### src/hw/rtl/reed_pkg.sv
// ----------------------------------------------------------------------------
// reed_pkg
// Shared types, constants and the quadrature transition table for the
// rotary encoder event decoder.
// ----------------------------------------------------------------------------
`default_nettype none

package reed_pkg;

	// default width of stored timestamps
	localparam int TIME_BITS_DEF = 32;

	// field widths
	localparam int NOW_W   = 32;
	localparam int CFG_W   = 16;
	localparam int CIDX_W  = 2;

	// configuration register indexes
	typedef enum logic [CIDX_W-1:0] {
		REG_IDLE_RESET  = 2'd0,
		REG_LONG_PRESS  = 2'd1,
		REG_VLONG_PRESS = 2'd2
	} reg_idx_t;

	// configuration reset values
	localparam logic [CFG_W-1:0] IDLE_RESET_DEF  = 16'd300;
	localparam logic [CFG_W-1:0] LONG_PRESS_DEF  = 16'd1000;
	localparam logic [CFG_W-1:0] VLONG_PRESS_DEF = 16'd3000;

	// both channels high after reset
	localparam logic [1:0] PINS_RESET = 2'b11;

	// result codes
	typedef enum logic [2:0] {
		EV_NONE  = 3'd0,
		EV_NEXT  = 3'd1,
		EV_PREV  = 3'd2,
		EV_SHORT = 3'd3,
		EV_LONG  = 3'd4,
		EV_VLONG = 3'd5
	} evt_t;

	// step per transition: index is {previous A, previous B, A, B}
	function automatic logic signed [1:0] step_lookup(input logic [3:0] idx);
		logic signed [1:0] d;
		case (idx)
			4'd1, 4'd7, 4'd8, 4'd14: d = -2'sd1;
			4'd2, 4'd4, 4'd11, 4'd13: d = 2'sd1;
			default: d = 2'sd0;
		endcase
		return d;
	endfunction

endpackage

`default_nettype wire

### src/hw/rtl/reed_if.sv
// ----------------------------------------------------------------------------
// reed_if
// Valid/ready channels of the rotary encoder event decoder: pin samples in,
// events out, and the configuration write channel.
// ----------------------------------------------------------------------------
`default_nettype none

interface reed_in_if;
	logic                          valid;
	logic                          ready;
	logic [reed_pkg::NOW_W-1:0]    now_ms;
	logic                          clk_level;
	logic                          dt_level;
	logic                          button_level;

	modport source (output valid, now_ms, clk_level, dt_level, button_level, input ready);
	modport sink   (input valid, now_ms, clk_level, dt_level, button_level, output ready);
endinterface

interface reed_out_if;
	logic       valid;
	logic       ready;
	logic [2:0] event_res;

	modport source (output valid, event_res, input ready);
	modport sink   (input valid, event_res, output ready);
endinterface

interface reed_cfg_if;
	logic                        valid;
	logic                        ready;
	logic [reed_pkg::CIDX_W-1:0] index;
	logic [reed_pkg::CFG_W-1:0]  data;

	modport source (output valid, index, data, input ready);
	modport sink   (input valid, index, data, output ready);
endinterface

`default_nettype wire

### src/hw/rtl/rotary_encoder_event_decoder_unit.sv
// ----------------------------------------------------------------------------
// rotary_encoder_event_decoder_unit
// Quadrature encoder decoder with button press classification.
// ----------------------------------------------------------------------------
// The block returns exactly one event word per poll: the poll is captured in
// an input register, then the transition lookup, idle check, step
// accumulation and press timing are done combinationally from it, and the
// decoder state and the result register are loaded together. A poll can
// enter every cycle while the result side keeps taking words; a stalled
// result holds in its register and the input register fills behind it.
// Configuration writes are taken at any time and must only be issued while
// no poll is in flight.
`default_nettype none

module rotary_encoder_event_decoder_unit #(
	parameter int TIME_BITS = reed_pkg::TIME_BITS_DEF
) (
	input  wire        clk,
	input  wire        arst_n,
	reed_in_if.sink    sample,
	reed_out_if.source result,
	reed_cfg_if.sink   cfg
);

	// configuration registers
	logic [reed_pkg::CFG_W-1:0] idle_reset_q;
	logic [reed_pkg::CFG_W-1:0] long_press_q;
	logic [reed_pkg::CFG_W-1:0] vlong_press_q;

	// decoder state
	logic [1:0]           prev_pins_q;
	logic signed [1:0]    step_count_q;
	logic [TIME_BITS-1:0] last_step_time_q;
	logic                 button_held_q;
	logic [TIME_BITS-1:0] press_start_q;

	// input stage
	logic                       valid_s1;
	logic [reed_pkg::NOW_W-1:0] now_ms_s1;
	logic [1:0]                 pins_s1;
	logic                       button_s1;

	// result stage
	logic            valid_s2;
	reed_pkg::evt_t  event_s2;

	// handshake
	logic advance;
	logic in_acc;

	// datapath
	logic [TIME_BITS-1:0] now_t;
	logic [TIME_BITS-1:0] idle_elapsed;
	logic [TIME_BITS-1:0] held_time;
	logic signed [1:0]    count_eff;
	logic signed [1:0]    delta;
	logic signed [2:0]    sum;
	logic signed [1:0]    step_count_d;
	reed_pkg::evt_t       rot_evt;
	reed_pkg::evt_t       evt_d;
	logic                 button_held_d;
	logic                 down;

	assign cfg.ready = 1'b1;

	// move s1 into s2 when the result slot is free or being taken
	assign advance      = valid_s1 && (!valid_s2 || result.ready);
	assign sample.ready = !valid_s1 || advance;
	assign in_acc       = sample.valid && sample.ready;

	assign result.valid     = valid_s2;
	assign result.event_res = event_s2;

	// rotation: idle discard, table lookup, accumulate
	always_comb begin
		now_t        = TIME_BITS'(now_ms_s1);
		idle_elapsed = now_t - last_step_time_q;
		if (step_count_q != 2'sd0 &&
		    idle_elapsed > TIME_BITS'(idle_reset_q)) begin
			count_eff = 2'sd0;
		end else begin
			count_eff = step_count_q;
		end
		delta        = reed_pkg::step_lookup({prev_pins_q, pins_s1});
		sum          = 3'(count_eff) + 3'(delta);
		rot_evt      = reed_pkg::EV_NONE;
		step_count_d = count_eff;
		if (delta != 2'sd0) begin
			if (sum == 3'sd2) begin
				rot_evt      = reed_pkg::EV_NEXT;
				step_count_d = 2'sd0;
			end else if (sum == -3'sd2) begin
				rot_evt      = reed_pkg::EV_PREV;
				step_count_d = 2'sd0;
			end else begin
				step_count_d = sum[1:0];
			end
		end
	end

	// button: only examined when no rotation event fired
	always_comb begin
		down          = !button_s1;
		held_time     = now_t - press_start_q;
		evt_d         = rot_evt;
		button_held_d = button_held_q;
		if (rot_evt == reed_pkg::EV_NONE) begin
			if (down && !button_held_q) begin
				button_held_d = 1'b1;
			end else if (!down && button_held_q) begin
				button_held_d = 1'b0;
				if (held_time >= TIME_BITS'(vlong_press_q)) begin
					evt_d = reed_pkg::EV_VLONG;
				end else if (held_time >= TIME_BITS'(long_press_q)) begin
					evt_d = reed_pkg::EV_LONG;
				end else begin
					evt_d = reed_pkg::EV_SHORT;
				end
			end
		end
	end

	// configuration writes; unknown index is dropped
	always_ff @(posedge clk or negedge arst_n) begin
		if (!arst_n) begin
			idle_reset_q  <= reed_pkg::IDLE_RESET_DEF;
			long_press_q  <= reed_pkg::LONG_PRESS_DEF;
			vlong_press_q <= reed_pkg::VLONG_PRESS_DEF;
		end else if (cfg.valid) begin
			case (cfg.index)
				reed_pkg::REG_IDLE_RESET:  idle_reset_q  <= cfg.data;
				reed_pkg::REG_LONG_PRESS:  long_press_q  <= cfg.data;
				reed_pkg::REG_VLONG_PRESS: vlong_press_q <= cfg.data;
				default: ;
			endcase
		end
	end

	// input register control
	always_ff @(posedge clk or negedge arst_n) begin
		if (!arst_n) begin
			valid_s1 <= 1'b0;
		end else if (sample.ready) begin
			valid_s1 <= sample.valid;
		end
	end

	// input register payload
	always_ff @(posedge clk) begin
		if (in_acc) begin
			now_ms_s1 <= sample.now_ms;
			pins_s1   <= {sample.clk_level, sample.dt_level};
			button_s1 <= sample.button_level;
		end
	end

	// result register control
	always_ff @(posedge clk or negedge arst_n) begin
		if (!arst_n) begin
			valid_s2 <= 1'b0;
		end else if (advance) begin
			valid_s2 <= 1'b1;
		end else if (result.ready) begin
			valid_s2 <= 1'b0;
		end
	end

	// result register payload
	always_ff @(posedge clk) begin
		if (advance) begin
			event_s2 <= evt_d;
		end
	end

	// decoder state update, one poll per advance
	always_ff @(posedge clk or negedge arst_n) begin
		if (!arst_n) begin
			prev_pins_q      <= reed_pkg::PINS_RESET;
			step_count_q     <= 2'sd0;
			last_step_time_q <= '0;
			button_held_q    <= 1'b0;
			press_start_q    <= '0;
		end else if (advance) begin
			prev_pins_q   <= pins_s1;
			step_count_q  <= step_count_d;
			button_held_q <= button_held_d;
			if (delta != 2'sd0) begin
				last_step_time_q <= now_t;
			end
			if (rot_evt == reed_pkg::EV_NONE && down && !button_held_q) begin
				press_start_q <= now_t;
			end
		end
	end

`ifndef SYNTHESIS
	// a completed detent leaves no residual count
	assert property (@(posedge clk) disable iff (!arst_n)
		advance && (evt_d == reed_pkg::EV_NEXT || evt_d == reed_pkg::EV_PREV)
		|=> step_count_q == 2'sd0)
		else $error("residual count after rotation event");

	// the stored count never reaches a full detent
	assert property (@(posedge clk) disable iff (!arst_n)
		advance |=> step_count_q != -2'sd2)
		else $error("stored step count out of range");

	// a press event needs a held button and releases it
	assert property (@(posedge clk) disable iff (!arst_n)
		advance && (evt_d == reed_pkg::EV_SHORT || evt_d == reed_pkg::EV_LONG ||
		            evt_d == reed_pkg::EV_VLONG)
		|-> button_held_q ##1 !button_held_q)
		else $error("press event without held button");

	// an accepted poll lands in the input register
	assert property (@(posedge clk) disable iff (!arst_n)
		in_acc |=> valid_s1)
		else $error("accepted poll lost");

	// a stalled result is not overwritten
	assert property (@(posedge clk) disable iff (!arst_n)
		valid_s2 && !result.ready |=> valid_s2 && $stable(event_s2))
		else $error("result overwritten under stall");
`endif

endmodule

`default_nettype wire
### src/flat_wrapper.sv
// flat-port wrapper written by rule: the top's interface ports become plain ports
module rotary_encoder_event_decoder_unit_flat 
#(
	parameter int TIME_BITS = reed_pkg::TIME_BITS_DEF
)
  (clk, arst_n, sample_valid, sample_now_ms, sample_clk_level, sample_dt_level, sample_button_level, sample_ready, result_valid, result_event_res, result_ready, cfg_valid, cfg_index, cfg_data, cfg_ready);
  reed_in_if sample_i ();
  reed_out_if result_i ();
  reed_cfg_if cfg_i ();
  input  wire clk;
  input  wire arst_n;
  input wire logic [$bits(sample_i.valid)-1:0] sample_valid;
  input wire logic [$bits(sample_i.now_ms)-1:0] sample_now_ms;
  input wire logic [$bits(sample_i.clk_level)-1:0] sample_clk_level;
  input wire logic [$bits(sample_i.dt_level)-1:0] sample_dt_level;
  input wire logic [$bits(sample_i.button_level)-1:0] sample_button_level;
  output wire logic [$bits(sample_i.ready)-1:0] sample_ready;
  output wire logic [$bits(result_i.valid)-1:0] result_valid;
  output wire logic [$bits(result_i.event_res)-1:0] result_event_res;
  input wire logic [$bits(result_i.ready)-1:0] result_ready;
  input wire logic [$bits(cfg_i.valid)-1:0] cfg_valid;
  input wire logic [$bits(cfg_i.index)-1:0] cfg_index;
  input wire logic [$bits(cfg_i.data)-1:0] cfg_data;
  output wire logic [$bits(cfg_i.ready)-1:0] cfg_ready;
  assign sample_i.valid = sample_valid;
  assign sample_i.now_ms = sample_now_ms;
  assign sample_i.clk_level = sample_clk_level;
  assign sample_i.dt_level = sample_dt_level;
  assign sample_i.button_level = sample_button_level;
  assign sample_ready = sample_i.ready;
  assign result_valid = result_i.valid;
  assign result_event_res = result_i.event_res;
  assign result_i.ready = result_ready;
  assign cfg_i.valid = cfg_valid;
  assign cfg_i.index = cfg_index;
  assign cfg_i.data = cfg_data;
  assign cfg_ready = cfg_i.ready;
  rotary_encoder_event_decoder_unit #(.TIME_BITS(TIME_BITS)) u_core (.clk(clk), .arst_n(arst_n), .sample(sample_i), .result(result_i), .cfg(cfg_i));
endmodule
### config.mk
export PLATFORM = sky130hd
export DESIGN_NAME = rotary_encoder_event_decoder_unit_flat
export DESIGN_NICKNAME = d
export VERILOG_FILES = /design/src/hw/rtl/reed_pkg.sv /design/src/hw/rtl/reed_if.sv /design/src/hw/rtl/rotary_encoder_event_decoder_unit.sv /design/src/flat_wrapper.sv
export SDC_FILE = /design/constraint.sdc
export NUM_CORES = 1
export LEC_CHECK = 0
export ABC_AREA = 1
export BUFFER_PORTS_ARGS = -buffer_cell sky130_fd_sc_hd__clkbuf_2
export CAP_MARGIN = 20
export CORE_UTILIZATION = 57
export DETAILED_ROUTE_END_ITERATION = 12
export PLACE_DENSITY = 0.81
export SYNTH_ARGS = -nofsm -noshare
export SYNTH_HDL_FRONTEND = slang
export SYNTH_SLANG_ARGS = --single-unit
### constraint.sdc
create_clock -name clk -period 3.9 [get_ports clk]
set_input_delay 0.78 -clock clk [delete_from_list [all_inputs] [get_ports clk]]
set_output_delay 0.78 -clock clk [all_outputs]
set_load 0.005 [all_outputs]
**Yosys cells after proc, flatten, opt, wreduce, memory -nomap -nowiden**

Memory sizes are Yosys's and may differ from the RTL's.
Index checks and enable logic that the tools add are counted.
W data, S select, Z words.

- Register bits after elaboration: 157
- Bits in read-only memories: 32
- Input port bits: 58
- Output and inout bits: 6
- Memories: 1

- Add/sub/neg operators: 3
- Magnitude comparators: 3
- Equality and inequality tests: 4
- Mux-type cells: 16
- Reductions and logical operators: 25

Memories:

| name | words | width | read ports | clocked after memory_dff | wr ports | RTL line | RTL |
|---|---|---|---|---|---|---|---|
| (no name shown) | 16 | 2 | 1 | 0 | 0 | reed_pkg.sv:46 | `case (idx)` |

Operators with widths:

| operator | count |
|---|---|
| $ge A32 B16 Y1 | 2 |
| $sub A32 B32 Y32 | 2 |
| $gt A32 B16 Y1 | 1 |
| $mux W3 | 7 |
| $mux W2 | 5 |
| $reduce_and A2 Y1 | 5 |
| $reduce_bool A2 Y1 | 4 |
| $logic_and A1 B1 Y1 | 7 |
| $logic_not A1 Y1 | 4 |
| $mux W1 | 4 |
| $add A2 B2 Y3 | 1 |
| $eq A3 B2 Y1 const B | 1 |
| $eq A3 B3 Y1 const B | 1 |
| $logic_not A3 Y1 | 1 |
| $reduce_and A3 Y1 | 1 |
| $eq A2 B1 Y1 const B | 1 |
| $eq A2 B2 Y1 const B | 1 |
| $logic_not A2 Y1 | 1 |
| $logic_or A1 B1 Y1 | 2 |

**Logic depth before layout (Yosys ltp)**

Gate-level depths: netlist of the first run.

- Depth after elaboration: 13
- Depth in mapped cells: 30
- Depth with buffers taken out: 30

**Worst setup path after synthesis of the first run**

No wires, ideal clock.

- Kind: reg-to-reg
- Start: reg u_core.now_ms_s1[0] (netlist name)
- End: reg u_core.press_start_q[1]
- Arrival: 3956 ps
- Path slack: -183 ps
- Stages on the path, launching flop included: 28
- Path buffers: 1
- Path through: edfxtp_1 > inv_1 > ha_1 > fa_1 > o21ai_2 > nand2_1 > nand2_1 > nand2_1 > nand2_1 > xor2_1 > ha_1 > nand4_1 > nor2_1 > nand3_1 > nand2_1 > nand2_1 > nor3_1 > nand3_1 > nor3_1 > ha_1 > fa_1 > inv_1 > nor3_2 > inv_1 > nand4_4 > buf_4 > nand2_1 > o21ai_0

- Cells in the longest elaborated chain, start to end: 13
- Elaborated cells between the ends (all ways): 14
- Those cells by class: add/sub (2); order compare (1); eq/ne (2); mux (4); reduce/logical (5)

Ends and longest elaborated chain:

| item | RTL line | RTL |
|---|---|---|
| start, declared | rotary_encoder_event_decoder_unit.sv:39 | `logic [reed_pkg::NOW_W-1:0] now_ms_s1;` |
| start signal, assigned | rotary_encoder_event_decoder_unit.sv:151 | `now_ms_s1 <= sample.now_ms;` |
| $sub A32 B32 Y32 (*) | rotary_encoder_event_decoder_unit.sv:77 | `idle_elapsed = now_t - last_step_time_q;` |
| $gt A32 B16 Y1 (*) | rotary_encoder_event_decoder_unit.sv:79 | `idle_elapsed > TIME_BITS'(idle_reset_q)) begin` |
| $logic_and A1 B1 Y1 (*) | rotary_encoder_event_decoder_unit.sv:78 | `if (step_count_q != 2'sd0 &&` |
| $mux W2 (*) | rotary_encoder_event_decoder_unit.sv:78 |  |
| $add A2 B2 Y3 (*) | rotary_encoder_event_decoder_unit.sv:85 | `sum = 3'(count_eff) + 3'(delta);` |
| $eq A3 B2 Y1 | rotary_encoder_event_decoder_unit.sv:92 | `end else if (sum == -3'sd2) begin` |
| $mux W2 | rotary_encoder_event_decoder_unit.sv:92 |  |
| $mux W3 (*) | rotary_encoder_event_decoder_unit.sv:89 | `if (sum == 3'sd2) begin` |
| $mux W3 (*) | rotary_encoder_event_decoder_unit.sv:88 | `if (delta != 2'sd0) begin` |
| $logic_not A3 Y1 (*) | rotary_encoder_event_decoder_unit.sv:190 | `if (rot_evt == reed_pkg::EV_NONE && down && !button_held_q) begin` |
| $logic_and A1 B1 Y1 (*) (2 in series) | rotary_encoder_event_decoder_unit.sv:190 |  |
| $reduce_and A2 Y1 (no line) (*) | n/a |  |
| end signal, assigned | rotary_encoder_event_decoder_unit.sv:191 | `press_start_q <= now_t;` |
| end, declared | rotary_encoder_event_decoder_unit.sv:35 | `logic [TIME_BITS-1:0] press_start_q;` |

Every way passes the cells marked *; elsewhere a longest branch is shown, timed or not.
A chain may end at the register's enable or synchronous reset.

**Final worst setup path of the first run**

- Start: reg u_core.last_step_time_q[0]
- End: reg u_core.press_start_q[17]

- Cells in the longest elaborated chain, start to end: 13
- Elaborated cells between the ends (all ways): 14
- Those cells by class: add/sub (2); order compare (1); eq/ne (2); mux (4); reduce/logical (5)

Ends and longest elaborated chain:

| item | RTL line | RTL |
|---|---|---|
| start, declared | rotary_encoder_event_decoder_unit.sv:33 | `logic [TIME_BITS-1:0] last_step_time_q;` |
| start signal, assigned | rotary_encoder_event_decoder_unit.sv:188 | `last_step_time_q <= now_t;` |
| $sub A32 B32 Y32 (*) | rotary_encoder_event_decoder_unit.sv:77 |  |
| $gt A32 B16 Y1 (*) | rotary_encoder_event_decoder_unit.sv:79 |  |
| $logic_and A1 B1 Y1 (*) | rotary_encoder_event_decoder_unit.sv:78 |  |
| $mux W2 (*) | rotary_encoder_event_decoder_unit.sv:78 |  |
| $add A2 B2 Y3 (*) | rotary_encoder_event_decoder_unit.sv:85 |  |
| $eq A3 B2 Y1 | rotary_encoder_event_decoder_unit.sv:92 |  |
| $mux W2 | rotary_encoder_event_decoder_unit.sv:92 |  |
| $mux W3 (*) | rotary_encoder_event_decoder_unit.sv:89 |  |
| $mux W3 (*) | rotary_encoder_event_decoder_unit.sv:88 |  |
| $logic_not A3 Y1 (*) | rotary_encoder_event_decoder_unit.sv:190 |  |
| $logic_and A1 B1 Y1 (*) (2 in series) | rotary_encoder_event_decoder_unit.sv:190 |  |
| $reduce_and A2 Y1 (no line) (*) | n/a |  |

Marks and branches as above.

==> flow_summary.toml, run 1 <==
[cts]
path_clk_slew_ps = 70
cts.sinks = 157
h-tree-depth = 4
cts_buffer_depth = 2
postCtsHoldBufs = 0
cts_buffers = 17
clk_latency_ps = 440
cts_tree = "built"
cts-root-buf = "clkbuf_16"

[cells_and_area]
fin_cells = 2272
final_util_pct = 70.6
diodes = 0
area_growth_pct = 20.7
fin_nets = 2163
final_cell_area_mm2 = 0.0149
num-fill-cells = 1682
drive_gt1_share_pct = 17.3

[sta]
setup_slack_ps = -740
fin_crit_sh_pct = 119
maxSlewHeadroom_pct = 29.8
tightestPinTransition_ps = 1050
grt_setup_unrepaired = "yes"
whs_ps = 311
final-setup-viol-count = 37
finalCriticalPeriod_ps = 4640
max_freq_mhz = 216
drv_slew = 0
finalHoldViolations = 0
skew_ps = 14.2

[synthesis]
synth_common_cells = "614 x nand2_1, 406 x inv_1, 137 x o21ai_0, 117 x ha_1, 105 x nor2_1"
ys_ff_latch = 157
ys.flop_type = "dfrtp_1"
synth.distinct_cells = 42
syn_inst = 1828
yosys_warnings = 0
yosysSeqAreaShare_pct = 33.6
syn-cell-area_mm2 = 0.0123
synth.most_common_cell = "nand2_1"
netlist.area_leader.share_pct = 20.3
yosysTopAreaCell = "dfrtp_1"
async_reset_ff_share_pct = 75.8
syn-num-nets = 2007
avgSynthCellArea_um2 = 6.74
synth-edff-count = 38
ys_top_cells_by_area = "dfrtp_1 20%, nand2_1 19%, inv_1 12%, ha_1 12%, edfxtp_1 9.3%"

[critical_path]
critical_path_class = "reg -> reg"
crit_arrival_ps = 4990
cp-end-kind = "flop"
crit_path_max_fanout = 8
crit_slowest_cell = "fa_1"
rr_worst_depth = 26
max_stage_delay_ps = 470
r2r_setup_slack_ps = -740
timing.rr.end = "u_core.press_start_q[17]"
critPathRequiredTime_ps = 4250
crit_path_start_kind = "flop"
r2r-start = "u_core.last_step_time_q[0]"

[routing]
postRouteAntennaNets = 0
drc_errors = 0
vias = 12188
dr.pass1.iters = 5
drt_iter0_drc = 1022
routed_wirelength_um = 37800
wl_per_cell_um = 16.6
routed_via_density = 5.36

[grt]
grt_overflow_total = 0
track_usage_pct = 34.0
grt_max_degree = 65
grt_pass1_wl_um = 57800
first_global_vias = 11589
antenna_found_initial = 0

[flow_run]
max_cap_viol_count = 0

[power_and_ir_drop]
p_int_mw = 6.31
power_frac_seq_pct = 20.6
power.density_mw_per_mm2 = 831
p_clk_share_pct = 13.0
p_sw_mw = 6.06
swShare_pct = 49.0
peakVddDrop_uv = 411
p_leak_nw = 8.33
power_frac_comb_pct = 66.3

[floorplan]
core_mm2 = 0.0211
die_y_um = 149
dieArea_mm2 = 0.0222
row_count = 53
die_w_um = 149
start_util_pct = 58.5
ios = 64

[run_status]
violations = "setup timing"
status = "finished, violations left"

[placed_design]
place_congestion = 0.966
port_buffers = 62
dp.cells = 2213
dp_hpwl_um = 26900
dpl_cell_area_mm2 = 0.0135

[hold_path]
hold_class = "in -> async"
-- how the worst max path moves through the flow --
stage,start,to,slack (ps),depth (start not counted)
after floorplan,u_core.now_ms_s1[0],u_core.press_start_q[1],-30,28
final,u_core.last_step_time_q[0],u_core.press_start_q[17],-740,26
after global placement,u_core.now_ms_s1[12],u_core.press_start_q[4],-440,25
after CTS,u_core.now_ms_s1[6],u_core.press_start_q[25],-520,27
after detailed placement,u_core.now_ms_s1[12],u_core.press_start_q[9],-580,25
after global routing,u_core.now_ms_s1[1],u_core.press_start_q[28],-1010,30
-- power by group through the flow --
stage                     clock (mW)  combinational (mW)  sequential [mW]
after CTS                       1.60                7.68             2.46
after global routing            1.67                9.15             2.59
after detailed placement           0                7.21             2.47
final                           1.61                8.21             2.55
after global placement             0                6.98             2.46
after floorplan                    0                5.15             2.39
-- state kept, by name, indices dropped and copies added, names as in the netlist --
register	count
u_core.result.event_res	3
u_core.prev_pins_q	2
u_core.long_press_q	16
u_core.pins_s1	2
u_core.press_start_q	32
u_core.result.valid	1
u_core.step_count_q	2
u_core.now_ms_s1	32
u_core.button_s1	1
u_core.vlong_press_q	16
u_core.last_step_time_q	32
u_core.button_held_q	1
u_core.valid_s1	1
u_core.idle_reset_q	16
-- metal layers --
layer,vias up,global-route usage [%],part of all wire (%)
met4,0,13.2,3.9
met5,-,0,0
met1,5619,44.2,41
met3,99,6.82,8.2
met2,514,55.5,47
li1,5956,-,-
-- logic make-up (layout without fill, tap and decap cells) --
family / Yosys count / after routing / share of synthesized area [%]
AND/OR/NAND/NOR: 855 / 855 / 28.7
buffers and inverters: 435 / 604 / 13.4
AO/OA/AOI/OAI: 228 / 228 / 9.59
flip-flops: 157 / 157 / 33.6
adder cells (fa/ha/maj): 121 / 121 / 12.5
XOR/XNOR: 31 / 31 / 2.20
other: 1 / 1 / 0.0304
-- metrics by stage --
stage | setup WS, ps | setup TNS, ps | power [mW]
6_report | -740 | -23230 | 12.4
5_1_grt | -1010 | -33310 | 13.4
4_1_cts | -520 | -16850 | 11.7
3_5_place_dp | -583 | -18490 | 9.68
3_3_place_gp | -444 | -15220 | 9.44
2_1_floorplan | -33.6 | -943 | 7.54
-- layout make-up --
class                   count  area, um^2  share of cell area (%)
multi-input cells        1236        7070                    47.5
flip-flops and latches    157        4140                    27.8
inverters                 413        1550                    10.4
repair buffers            159        1230                    8.24
clock buffers              22         454                    3.05
well taps                 275         344                    2.31
clock inverters            10        91.3                   0.614
-- cells in the final DEF, fill, tap and decap left out, types with 7 or more instances in the layout --
cell type and instances:
nand2_1 575, inv_1 401, o21ai_0 105, nor2_1 103, ha_1 102, dfrtp_1 100, buf_4 87, clkbuf_2 61
a21oi_1 60, nand3_1 57, edfxtp_1 38, nand2_2 36, xor2_1 28, nand4_1 20, clkbuf_16 19, dfstp_2 19
o21ai_2 18, nand2_4 14, o21ai_1 14, ha_4 14, nor2_2 13, a21oi_2 10, inv_2 10, nor3_1 8
nand3_2 7
-- critical path: cells and delay by family, from the launching register on --
family          cells  cell delay, ps
flops               1             410
xor+xnor            1             150
buf+inv             6             820
fa+ha+maj           4            1310
compound gates      3             430
simple gates       12            1400
-- timing repair --
item | in CTS | in global routing
endpoints found under the setup margin | 37 | 37
pin swaps | 6 | 28
gates resized for setup | 66 | 74
endpoints found under the hold margin | 0 | 0
setup buffers | 14 | 6
cloned | 5 | 2
Power figures use the tool's default switching activity.
==> inputs of run 2 (changes only) <==
ABC_CLOCK_PERIOD_IN_PS = 3900   (was not set)
SKIP_LAST_GASP = 1   (was not set)
==> flow_summary.toml, run 2 (synthesized netlist as in run 1, its figures left out) <==
[run_status]
status = "finished, violations left"
violations = "setup timing"

[power_and_ir_drop]
p_int_mw = 6.27
p_leak_nw = 8.27
power_frac_seq_pct = 20.4
power_frac_comb_pct = 66.6
p_clk_share_pct = 13.0
swShare_pct = 48.6
power.density_mw_per_mm2 = 828
peakVddDrop_uv = 443
p_sw_mw = 5.93

[cts]
cts_buffer_depth = 2
cts.sinks = 157
cts-root-buf = "clkbuf_16"
h-tree-depth = 4
clk_latency_ps = 430
cts_buffers = 17
path_clk_slew_ps = 70
cts_tree = "built"

[grt]
first_global_vias = 11409
antenna_found_initial = 0
track_usage_pct = 33.4
grt_max_degree = 65
grt_pass1_wl_um = 56900
grt_overflow_total = 0

[routing]
routed_wirelength_um = 36000
dr.pass1.iters = 5
routed_via_density = 5.27
drc_errors = 0
postRouteAntennaNets = 0
vias = 11978
drt_iter0_drc = 919
wl_per_cell_um = 15.8

[sta]
max_freq_mhz = 223
grt_setup_unrepaired = "yes"
tightestPinTransition_ps = 1060
setup_slack_ps = -580
final-setup-viol-count = 36
finalCriticalPeriod_ps = 4480
finalHoldViolations = 0
skew_ps = 11.8
maxSlewHeadroom_pct = 29.0
drv_slew = 0
fin_crit_sh_pct = 115

[critical_path]
worst_path_most_repeated_cell = "nand2_2"
critPathRequiredTime_ps = 4230
crit_path_start_kind = "flop"
crit_arrival_ps = 4810
r2r_setup_slack_ps = -580
r2r-start = "u_core.now_ms_s1[2]"
timing.rr.end = "u_core.press_start_q[7]"
startpoint = "u_core.now_ms_s1[2]"
critical_path_class = "reg -> reg"
max_stage_delay_ps = 440
cp-end-kind = "flop"
endpoint = "u_core.press_start_q[7]"
crit_slowest_cell = "fa_1"
rr_worst_depth = 28
crit_path_max_fanout = 8

[cells_and_area]
final_cell_area_mm2 = 0.0147
top_regs = "u_core.last_step_time_q: 32 flops, u_core.now_ms_s1: 32 flops, u_core.press_start_q: 32 flops"
layout_commonest_cell = "nand2_1"
num-fill-cells = 1707
area_growth_pct = 19.5
drive_gt1_share_pct = 16.2
fin_nets = 2163
fin_cells = 2272
final_cell_mix = "591 x nand2_1, 399 x inv_1, 115 x o21ai_0"
diodes = 0

[floorplan]
die_y_um = 149
row_count = 53
start_util_pct = 58.5
core_mm2 = 0.0211
dieArea_mm2 = 0.0222
ios = 64
die_w_um = 149

[placed_design]
dpl_cell_area_mm2 = 0.0135
port_buffers = 62
dp.cells = 2213
place_congestion = 0.966
dp_hpwl_um = 26900

[flow_run]
max_cap_viol_count = 0

[hold_path]
hold_class = "in -> async"
-- run 2: changes by cell type in the layout (fill, tap and decap cells not counted), sizes merged --
cell / previous run / this run
clkbuf: 85 / 84
buf: 96 / 97
-- run 2: power groups by stage --
stage	Combinational [mW]	Sequential, mW	Clock (mW)
3_3_place_gp	6.98	2.46	0
4_1_cts	7.65	2.46	1.60
5_1_grt	9.08	2.53	1.66
6_report	8.12	2.49	1.59
3_5_place_dp	7.21	2.47	0
2_1_floorplan	5.15	2.39	0
-- run 2: how the worst min path moves through the flow --
stage | start | to | slack (ps) | cells past startpoint
after floorplan | u_core.idle_reset_q[10] | u_core.idle_reset_q[10] | 450 | 2
after global placement | u_core.press_start_q[22] | u_core.press_start_q[22] | 470 | 2
after detailed placement | u_core.press_start_q[22] | u_core.press_start_q[22] | 470 | 2
after CTS | arst_n | u_core.idle_reset_q[9] | 320 | 1
after global routing | arst_n | u_core.idle_reset_q[15] | 340 | 1
final | arst_n | u_core.idle_reset_q[15] | 310 | 1
-- run 2: routing by layer --
layer | up-vias | track usage [%] | share of wire, %
li1 | 5951 | - | -
met4 | 0 | 10.4 | 3.0
met2 | 461 | 54.6 | 46
met5 | - | 0 | 0
met1 | 5495 | 44.4 | 43
met3 | 71 | 6.61 | 7.9
-- run 2: layout make-up --
| type | instances | area [um^2] | area share (%) |
|---|---|---|---|
| Clock buffer | 22 | 454 | 3.08 |
| Sequential cell | 157 | 4140 | 28.1 |
| Clock inverter | 10 | 91.3 | 0.620 |
| Timing Repair Buffer | 159 | 1200 | 8.15 |
| Inverter | 413 | 1550 | 10.5 |
| Tap cell | 275 | 344 | 2.34 |
| Multi-Input combinational cell | 1236 | 6950 | 47.2 |
-- run 2: timing repair --
action	CTS	global route
cloned	5	1
gates resized for setup	42	53
pin swaps	6	19
setup endpoints to repair	37	37
hold buffers	0	0
buffers inserted	14	7
-- run 2: metrics by stage --
step	TNS [ps]	hold slack [ps]	setup slack, ps	utilization (%)	total power [mW]
global route	-26360	336	-789	69.9	13.3
global placement	-15220	466	-444	64.1	9.44
finish	-17700	312	-580	69.9	12.2
floorplan	-943	453	-33.6	-	7.54
CTS	-17320	315	-523	68.7	11.7
detailed placement	-18490	474	-583	64.1	9.68
-- run 2: critical path, delay by kind of cell (launching register included) --
family          cells  cell delay, ps
xor+xnor            1             150
compound gates      3             450
fa+ha+maj           4            1230
simple gates       15            1470
flops               1             430
buf+inv             5             630
==> inputs of run 3 (changes only) <==
--- a/config.mk
+++ b/config.mk
@@ -8,3 +8,3 @@
 export ABC_AREA = 1
-export ABC_CLOCK_PERIOD_IN_PS = 3900
+export ABC_CLOCK_PERIOD_IN_PS = 3650
 export BUFFER_PORTS_ARGS = -buffer_cell sky130_fd_sc_hd__clkbuf_2
==> constraint.sdc (replaced) <==
create_clock -name clk -period 3.65 [get_ports clk]
set_input_delay 0.1825 -clock clk [delete_from_list [all_inputs] [get_ports clk]]
set_output_delay 0.1825 -clock clk [all_outputs]
set_load 0.005 [all_outputs]
==> flow_summary.toml, run 3 (synthesized netlist as in run 1, its figures left out) <==
[cells_and_area]
final_cell_mix = "576 x nand2_1, 399 x inv_1, 164 x buf_4"
top_regs = "u_core.last_step_time_q: 32 flops, u_core.now_ms_s1: 32 flops, u_core.press_start_q: 32 flops"
area_growth_pct = 29.0
final_cell_area_mm2 = 0.0159
diodes = 0
drive_gt1_share_pct = 20.2
layout_commonest_cell = "nand2_1"
fin_nets = 2279
fin_cells = 2388

[sta]
max_freq_mhz = 218
skew_ps = 14.8
grt_setup_unrepaired = "yes"
tightestPinTransition_ps = 1080
setup_slack_ps = -928
finalHoldViolations = 0
fin_crit_sh_pct = 125
whs_ps = 34.6
drv_slew = 0
maxSlewHeadroom_pct = 27.5
finalCriticalPeriod_ps = 4580
final-setup-viol-count = 38

[placed_design]
dpl_cell_area_mm2 = 0.0141
port_buffers = 62
dp_hpwl_um = 27900
place_congestion = 0.978
dp.cells = 2288

[grt]
track_usage_pct = 36.4
grt_pass1_wl_um = 62500
antenna_found_initial = 0
grt_overflow_total = 0
first_global_vias = 12409
grt_max_degree = 79

[routing]
wl_per_cell_um = 16.8
drt_iter0_drc = 1069
routed_via_density = 5.37
postRouteAntennaNets = 0
routed_wirelength_um = 40000
vias = 12831
dr.pass1.iters = 6
drc_errors = 0

[floorplan]
core_mm2 = 0.0211
row_count = 53
die_w_um = 149
die_y_um = 149
ios = 64
start_util_pct = 58.5
dieArea_mm2 = 0.0222

[flow_run]
max_cap_viol_count = 0

[cts]
cts_buffer_depth = 2
cts-root-buf = "clkbuf_16"
cts_buffers = 17
h-tree-depth = 4
path_clk_slew_ps = 80
cts_tree = "built"
clk_latency_ps = 450
cts.sinks = 157

[critical_path]
critPathRequiredTime_ps = 3970
crit_arrival_ps = 4900
cp-end-kind = "flop"
crit_path_start_kind = "flop"
critical_path_class = "reg -> reg"
crit_path_max_fanout = 8

[run_status]
status = "finished, violations left"
violations = "setup timing"

[power_and_ir_drop]
peakVddDrop_uv = 650
power_mw = 14.0
power.density_mw_per_mm2 = 883
p_leak_nw = 8.88

[hold_path]
hold_class = "in -> reg"
run 3: cell types whose count changed in the layout (fill, tap and decap cells not counted), moves of 3 or more:
cell	before	now
inv_12	0	3
clkbuf_1	4	0
nand2_2	32	38
o21ai_0	115	106
buf_4	88	164
inv_8	0	3
nand2_4	2	11
nand2_1	591	576
clkinv_2	4	0
clkinv_8	0	6
a21oi_1	59	62
dlygate4sd3_1	0	38
o21ai_2	3	12
run 3: final cells by class:
cell class	instances	area, um^2
clock buffer	17	425
timing repair buffer	275	2180
clock inverter	15	206
inverter	413	1550
tap	275	344
fill	1529	5180
sequential	157	4140
multi-input combinational	1236	7060
run 3: critical path: stages, from the launching register on:
cell and delay [ps]:
edfxtp_1 450, ha_4 300, nand2_1 70, nand2_1 110, a21oi_2 210, nor2_1 70, nor2_1 130, nand2_2 90
xor2_1 160, ha_1 300, nand4_1 200, nor2_4 140, nand3_1 90, nand2_2 110, nand2_2 60, nor3_2 200
nand3_2 140, nor3_4 170, ha_4 160, fa_1 430, inv_1 80, nor3_2 50, inv_2 70, nand4_4 130
buf_4 180, buf_6 150, nand2_1 100, o21ai_2 70
run 3: worst paths after layout:
path	end	slack, ps	depth (start not counted)	from
setup / recovery	u_core.press_start_q[31]	-930	27	u_core.now_ms_s1[7]
hold / removal	u_core.long_press_q[1]	30	3	cfg_data[1]
setup reg to reg	u_core.press_start_q[31]	-930	27	u_core.now_ms_s1[7]
hold reg to reg	u_core.vlong_press_q[14]	490	2	u_core.vlong_press_q[14]
max in group asynchronous	u_core.last_step_time_q[28]	2650	4	arst_n
min in group asynchronous	u_core.idle_reset_q[9]	110	2	arst_n
run 3: stage by stage:
step | setup WS [ps] | util (%) | TNS, ps
final | -928 | 75.4 | -31540
after global routing | -1130 | 75.4 | -39050
after CTS | -743 | 74.1 | -25880
after detailed placement | -853 | 66.8 | -29130
after global placement | -675 | 66.8 | -23960
after floorplan | -284 | - | -9500
run 3: routing by layer:
layer  part of all wire, %  vias to the layer above  global-route usage [%]
met2                    47                      633                    59.2
met5                     0                        -                       0
li1                      -                     6167                       -
met1                    41                     5906                    48.6
met4                   3.9                        0                    14.1
met3                   8.3                      125                    5.60
run 3: report_power, final:
part,switching (mW),internal [mW]
Sequential,0.373,2.32
Clock,0.972,0.953
Combinational,5.55,3.87
run 3: what timing repair did:
action,CTS,global route
buffers inserted,20,5
resized for setup,70,67
hold buffers,38,0
pin swaps,13,7
setup endpoints to repair,38,38
hold endpoints to repair,95,0
cloned,5,2
